File: src/sv/alist_pkg.sv
// ----------------------------------------------------------------------------
// alist_pkg
// Shared constants and types for the bounded ordered list with positional
// insert and remove.
// ----------------------------------------------------------------------------
package alist_pkg;

  localparam int unsigned DEPTH      = 8;
  localparam int unsigned DATA_WIDTH = 32;
  localparam int unsigned CNT_W      = 4;
  localparam int unsigned IDX_W      = (DEPTH > 1) ? $clog2(DEPTH) : 1;
  localparam int unsigned REQ_W      = 2;

  typedef enum logic [REQ_W-1:0] {
    REQ_APPEND = 2'd0,
    REQ_INSERT = 2'd1,
    REQ_REMOVE = 2'd2
  } req_e;

  typedef enum logic {
    S_EMPTY = 1'b0,
    S_HOLD  = 1'b1
  } state_e;

  typedef struct packed {
    logic exec;
  } cmd_t;

  typedef struct packed {
    logic ok;
  } status_t;

endpackage

File: src/sv/alist_ctrl.sv
// ----------------------------------------------------------------------------
// alist_ctrl
// Handshake controller: tracks whether the result register holds a result
// and tells the datapath when to carry out a request.
// ----------------------------------------------------------------------------
module alist_ctrl (
  input  logic              clk_i,
  input  logic              rst_ni,
  input  logic              in_valid_i,
  output logic              in_stall_o,
  output logic              out_valid_o,
  input  logic              out_stall_i,
  input  alist_pkg::status_t status_i,
  output alist_pkg::cmd_t   cmd_o,
  output logic              last_ok_o
);

  alist_pkg::state_e state_q, state_d;
  logic              accept;

  always_ff @(posedge clk_i or negedge rst_ni) begin
    if (!rst_ni) begin
      state_q <= alist_pkg::S_EMPTY;
    end else begin
      state_q <= state_d;
    end
  end

  always_comb begin
    state_d     = state_q;
    in_stall_o  = 1'b0;
    out_valid_o = 1'b0;
    case (state_q)
      alist_pkg::S_EMPTY: begin
        in_stall_o  = 1'b0;
        out_valid_o = 1'b0;
        if (in_valid_i) begin
          state_d = alist_pkg::S_HOLD;
        end
      end
      alist_pkg::S_HOLD: begin
        in_stall_o  = out_stall_i;
        out_valid_o = 1'b1;
        if (!out_stall_i && !in_valid_i) begin
          state_d = alist_pkg::S_EMPTY;
        end
      end
      default: begin
        state_d = alist_pkg::S_EMPTY;
      end
    endcase
    accept      = in_valid_i && !in_stall_o;
    cmd_o.exec  = accept;
  end

  assign last_ok_o = status_i.ok;

endmodule

File: src/sv/alist_dp.sv
// ----------------------------------------------------------------------------
// alist_dp
// Datapath: entry registers, live count, capacity register and the result
// register. Entries shift in parallel in the cycle an op_ok request is taken.
// ----------------------------------------------------------------------------
module alist_dp (
  input  logic                                clk_i,
  input  logic                                rst_ni,
  input  alist_pkg::cmd_t                     cmd_i,
  output alist_pkg::status_t                  status_o,
  input  logic                                cfg_we_i,
  input  logic [alist_pkg::CNT_W-1:0]         cfg_wdata_i,
  input  logic [alist_pkg::REQ_W-1:0]         req_type_i,
  input  logic [alist_pkg::DATA_WIDTH-1:0]    item_value_i,
  input  logic [alist_pkg::CNT_W-1:0]         position_i,
  output logic [alist_pkg::DATA_WIDTH-1:0]    removed_value_o,
  output logic [alist_pkg::CNT_W-1:0]         list_count_o
);

  logic [alist_pkg::DATA_WIDTH-1:0] entries_q [alist_pkg::DEPTH];
  logic [alist_pkg::DATA_WIDTH-1:0] entries_d [alist_pkg::DEPTH];
  logic [alist_pkg::CNT_W-1:0]      count_q, count_d;
  logic [alist_pkg::CNT_W-1:0]      capacity_q;
  logic [alist_pkg::CNT_W-1:0]      limit;
  logic [alist_pkg::DATA_WIDTH-1:0] removed_q, removed_d;
  logic                             ok_q, ok_d;
  logic                             is_app, is_ins, is_rem;
  logic                             op_ok;

  always_comb begin
    limit = (capacity_q > alist_pkg::CNT_W'(alist_pkg::DEPTH)) ?
            alist_pkg::CNT_W'(alist_pkg::DEPTH) : capacity_q;
    is_app = 1'b0;
    is_ins = 1'b0;
    is_rem = 1'b0;
    case (alist_pkg::req_e'(req_type_i))
      alist_pkg::REQ_APPEND: is_app = 1'b1;
      alist_pkg::REQ_INSERT: is_ins = 1'b1;
      alist_pkg::REQ_REMOVE: is_rem = 1'b1;
      default: begin
        is_app = 1'b0;
      end
    endcase
    op_ok = (is_app && (count_q < limit)) ||
            (is_ins && (count_q < limit) && (position_i <= count_q)) ||
            (is_rem && (count_q != '0) && (position_i < count_q));
  end

  always_comb begin
    logic [alist_pkg::CNT_W-1:0] idx;
    for (int i = 0; i < int'(alist_pkg::DEPTH); i++) begin
      idx          = alist_pkg::CNT_W'(i);
      entries_d[i] = entries_q[i];
      if (is_app && idx == count_q) begin
        entries_d[i] = item_value_i;
      end
      if (is_ins) begin
        if (idx == position_i) begin
          entries_d[i] = item_value_i;
        end else if (i > 0 && idx > position_i && idx <= count_q) begin
          entries_d[i] = entries_q[(i > 0) ? i - 1 : 0];
        end
      end
      if (is_rem && i < int'(alist_pkg::DEPTH) - 1 && idx >= position_i &&
          (idx + alist_pkg::CNT_W'(1)) < count_q) begin
        entries_d[i] = entries_q[(i < int'(alist_pkg::DEPTH) - 1) ? i + 1 : i];
      end
    end
  end

  always_comb begin
    count_d   = count_q;
    ok_d      = ok_q;
    removed_d = removed_q;
    if (cmd_i.exec) begin
      ok_d      = op_ok;
      removed_d = '0;
      if (op_ok) begin
        if (is_rem) begin
          count_d   = count_q - alist_pkg::CNT_W'(1);
          removed_d = entries_q[position_i[alist_pkg::IDX_W-1:0]];
        end else begin
          count_d = count_q + alist_pkg::CNT_W'(1);
        end
      end
    end
  end

  always_ff @(posedge clk_i or negedge rst_ni) begin
    if (!rst_ni) begin
      count_q    <= '0;
      capacity_q <= alist_pkg::CNT_W'(8);
      ok_q       <= 1'b0;
      removed_q  <= '0;
    end else begin
      count_q   <= count_d;
      ok_q      <= ok_d;
      removed_q <= removed_d;
      if (cfg_we_i) begin
        capacity_q <= cfg_wdata_i;
      end
    end
  end

  always_ff @(posedge clk_i) begin
    if (cmd_i.exec && op_ok) begin
      for (int i = 0; i < int'(alist_pkg::DEPTH); i++) begin
        entries_q[i] <= entries_d[i];
      end
    end
  end

  assign status_o.ok     = ok_q;
  assign removed_value_o = removed_q;
  assign list_count_o    = count_q;

endmodule

File: src/sv/array_list_insert_remove.sv
// ----------------------------------------------------------------------------
// array_list_insert_remove
// Bounded ordered list of data words with append, positional insert and
// positional remove; one result per request.
//
//   Channel  Direction  Handshake                 Payload
//   cfg      in         cfg_we_i                  cfg_wdata_i (capacity)
//   in       in         in_valid_i / in_stall_o   req_type_i, item_value_i,
//                                                 position_i
//   out      out        out_valid_o / out_stall_i ok_o, removed_value_o,
//                                                 list_count_o
//
// A request is carried out in the cycle it is taken; its result appears in
// the next cycle. One request per cycle is sustained while out_stall_i is low,
// entries shifting in parallel. A result waiting under stall holds off new
// requests until the stall lifts. Reset empties the list and sets the
// capacity to eight; entry contents are not cleared and need no clearing pass.
// ----------------------------------------------------------------------------
module array_list_insert_remove (
  input  logic                             clk_i,
  input  logic                             rst_ni,
  input  logic                             cfg_we_i,
  input  logic [alist_pkg::CNT_W-1:0]      cfg_wdata_i,
  input  logic                             in_valid_i,
  output logic                             in_stall_o,
  input  logic [alist_pkg::REQ_W-1:0]      req_type_i,
  input  logic [alist_pkg::DATA_WIDTH-1:0] item_value_i,
  input  logic [alist_pkg::CNT_W-1:0]      position_i,
  output logic                             out_valid_o,
  input  logic                             out_stall_i,
  output logic                             ok_o,
  output logic [alist_pkg::DATA_WIDTH-1:0] removed_value_o,
  output logic [alist_pkg::CNT_W-1:0]      list_count_o
);

  alist_pkg::cmd_t    cmd;
  alist_pkg::status_t status;

  alist_ctrl u_ctrl (
    .clk_i       (clk_i),
    .rst_ni      (rst_ni),
    .in_valid_i  (in_valid_i),
    .in_stall_o  (in_stall_o),
    .out_valid_o (out_valid_o),
    .out_stall_i (out_stall_i),
    .status_i    (status),
    .cmd_o       (cmd),
    .last_ok_o   (ok_o)
  );

  alist_dp u_dp (
    .clk_i           (clk_i),
    .rst_ni          (rst_ni),
    .cmd_i           (cmd),
    .status_o        (status),
    .cfg_we_i        (cfg_we_i),
    .cfg_wdata_i     (cfg_wdata_i),
    .req_type_i      (req_type_i),
    .item_value_i    (item_value_i),
    .position_i      (position_i),
    .removed_value_o (removed_value_o),
    .list_count_o    (list_count_o)
  );

endmodule

File: config.mk
export PLATFORM = sky130hd
export DESIGN_NAME = array_list_insert_remove
export DESIGN_NICKNAME = d
export VERILOG_FILES = /design/src/sv/alist_pkg.sv /design/src/sv/alist_ctrl.sv /design/src/sv/alist_dp.sv /design/src/sv/array_list_insert_remove.sv
export SDC_FILE = /design/constraint.sdc
export NUM_CORES = 1
export LEC_CHECK = 0
export BUFFER_PORTS_ARGS = -buffer_cell sky130_fd_sc_hd__buf_2
export CAP_MARGIN = 20
export CORE_MARGIN = 3
export CORE_UTILIZATION = 60
export DETAILED_ROUTE_END_ITERATION = 8
export GPL_ROUTABILITY_DRIVEN = 0
export PLACE_DENSITY_LB_ADDON = 0.2
export SYNTH_ARGS = -nofsm -noshare
export SYNTH_HDL_FRONTEND = slang
export SYNTH_SLANG_ARGS = --single-unit
File: constraint.sdc
create_clock -name clk_i -period 14.6 [get_ports clk_i]
set_clock_uncertainty 0.2 [all_clocks]
set_input_delay 0.73 -clock clk_i [delete_from_list [all_inputs] [get_ports clk_i]]
set_output_delay 0.73 -clock clk_i [all_outputs]
set_load 0.005 [all_outputs]
==> impl_metrics.toml <==
[power]
p_int_mw = 2.02
ir_worst_vdd_mv = 0.0930
netSwitchingFraction_pct = 34.6
switchingPower_mw = 1.07
pwr-share-clk_pct = 29.9
leakage_nw = 9.34
p_seq_share_pct = 40.1
pwr_density_cell_nw_per_um2 = 123
p_comb_share_pct = 30.0

[sta]
hold_violations = 21
rsz0062_at_grt = "false"
setup_viol_count_final = 0
worstMarginPinSlew_ns = 1.24
whs_ns = -0.0388
finalMaxSlewViolations = 0
relSlewSlack_pct = 17.5
max_freq_mhz = 228
setup_tns_ns = 0
final.min_clock_period_ns = 4.39
fin_crit_sh_pct = 30.1

[floorplanning]
num_io_pins = 86
fp.dieH_microns = 207
die-area_sq_um = 42700
start_util_pct = 61.6
chipWidth_microns = 207
rows = 72
core_sq_um = 39200

[layout]
drive_above_1_share_pct = 17.7
area_growth_pct = 3.81
final_common_cell = "nand2_1"
layout_common_cells = "nand2_1 (288), edfxtp_1 (256), a21oi_1 (239)"
nNetsFinal = 2443
stdcell_area_sq_um = 25000
n_fill_cell = 3222
finalNonFillerCells = 2932

[yosys]
synth.cell_area_sq_um = 24100
async_flop_share_pct = 14.1
synth_edf_count = 256
synth_cell_types = 79
synthFlopType = "edfxtp_1"
synth_fp_nets = 2583
synth.avg_cell_area_sq_um = 9.56
synthTopCellsByArea = "edfxtp_1 (32%), mux4_2 (6.0%), mux2i_1 (5.4%)"
synth.top_cell.area_share_pct = 31.9
syn_inst = 2525
yosys_register_bits = 298
yosysTopAreaCell = "edfxtp_1"
yosys_warnings = 0
synth-seq-area-share_pct = 36.2

[drt]
vias_per_cell = 7.60
drt_first_iter_violations = 3556
ant_nets = 0
drt-total-wl_microns = 80500
vias = 22300
firstDrtPassIters = 6
drc = 0
routedWlPerCell_microns = 27.5

[placement]
io_buffers = 85
hpwl_microns = 45300
placedInstanceArea_sq_um = 23800
dp.cells = 2862

[setup_path]
cp_max_fo = 176
r2r_start = "u_dp.list_count_o[3]"
worst_ep_arrival_time_ns = 4.35
path_buf_inv = 2
cp_cell_sequence = "inv_1 > ha_1 > a21oi_1 > a32oi_1 > nor3_4 > buf_12"
end_kind = "flip-flop"
crit_slowest_cell = "dfrtp_1"
crit_family = "buffers and inverters"
cpPeakStageDelay_ns = 0.95
cp-startpoint = "u_dp.list_count_o[3]"
crit_required_ns = 14.56
critPathKind = "flip-flop to flip-flop"
startpoint_type = "flip-flop"

[clock_tree]
post_cts_resize_count = 0
clk_latency_ns = 0.56
cts_tree = "yes"
cts.htree.levels = 2
cts.sinks = 298
cts_buffers = 36
cts_root_buf = "clkbuf_16"
ctsHoldBuffers = 0
cts.clk_slew.worst_paths_ns = 0.07
clockBufferDepth = 3
post-cts-setup-buffers = 0

[grt]
antenna_found_initial = 5
grt-busiest-layer = "met2"
grt.met1_usage_pct = 48.9
grt_pass1_wl_microns = 125000
grt_max_degree = 177
first_global_vias = 21700
grt_use_met3_pct = 7.17
gr-usage-met2_pct = 58.3
track_usage_pct = 37.1
overflow = 0

[run]
drv_cap = 0

[outcome]
outcome = "complete, but fails checks"
violations = "hold timing"

[min_path]
hold_path_class = "input pin to asynchronous set/reset pin"
stage by stage:
| stage | total power, mW | util (%) | setup WS (ns) | hold slack (ns) |
|---|---|---|---|---|
| after floorplan | 1.93 | - | 2.00 | 0.234 |
| after global placement | 2.11 | 60.7 | 10.24 | 0.259 |
| after detailed placement | 2.15 | 60.7 | 10.18 | 0.267 |
| after CTS | 3.06 | 63.7 | 10.38 | 0.196 |
| after global routing | 3.20 | 63.9 | 10.07 | 0.0162 |
| final | 3.09 | 63.9 | 10.21 | -0.0388 |
power by group through the flow:
stage,combinational (mW),clock [mW],sequential [mW]
5_1_grt,0.993,0.958,1.25
4_1_cts,0.904,0.927,1.23
3_5_place_dp,0.901,0,1.25
3_3_place_gp,0.869,0,1.24
2_1_floorplan,0.690,0,1.23
6_report,0.928,0.924,1.24
flip-flops by register name (all words and copies together) (netlist names):
register,count
u_dp.entries_q,256
u_dp.removed_value_o,32
u_dp.capacity_q,4
u_dp.list_count_o,4
u_ctrl.state_q,1
u_dp.status_o,1
synthesized netlist by cell type (all sizes together), types with 5 or more instances:
master     n
o221a      5
mux2      49
ha        11
edfxtp   256
clkbuf   221
a2bb2oi   64
a22oi     64
a221o     41
buf       98
a221oi    69
mux4      64
inv       42
nand3     19
o21a      40
o31ai     32
mux2i    131
o221ai    40
a211oi    37
a32oi     33
a21oi    239
dfrtp     41
nor3      25
a211o     32
o22ai     50
nand2b     5
a31o      32
o21ai    158
nor2     214
and3      35
nand2    291
a311o     32
layout make-up:
type | count | area [sq um] | area share (%)
diodes | 3 | 7.51 | 0.0300
clock buffers | 60 | 1120 | 4.48
clock inverters | 4 | 42.5 | 0.170
inverters | 42 | 158 | 0.629
multi-input cells | 1866 | 13400 | 53.6
flip-flops and latches | 298 | 8740 | 34.9
well taps | 518 | 648 | 2.59
repair buffers | 141 | 912 | 3.64
final timing paths:
kind | end | slack (ns) | cells after the start
min in group clk_i | u_dp.capacity_q[1] | 0.21 | 2
max in group asynchronous | u_dp.removed_value_o[18] | 13.67 | 2
worst max-delay path | u_dp.entries_q[3][18] | 10.21 | 6
worst min-delay path | u_dp.list_count_o[0] | -0.04 | 1
worst min register to register | u_dp.removed_value_o[3] | 0.28 | 2
worst max register to register | u_dp.entries_q[3][18] | 10.21 | 6
per-layer routing:
layer | vias up | share of wire (%) | routed length [microns]
li1 | 9575 | - | -
met1 | 10800 | 38 | 30400
met4 | 2 | 5.0 | 4030
met3 | 289 | 11 | 9130
met2 | 1621 | 46 | 36900
met5 | - | 0.016 | 13
cells by family after synthesis:
logic type	after synthesis	share of synthesized area [%]
compound gates	987	29.4
fa+ha+maj	11	0.570
xor+xnor	4	0.145
mux	244	13.7
simple gates	620	11.2
flops	298	36.2
buf+inv	361	8.76
(Power assumes the default switching activity.)
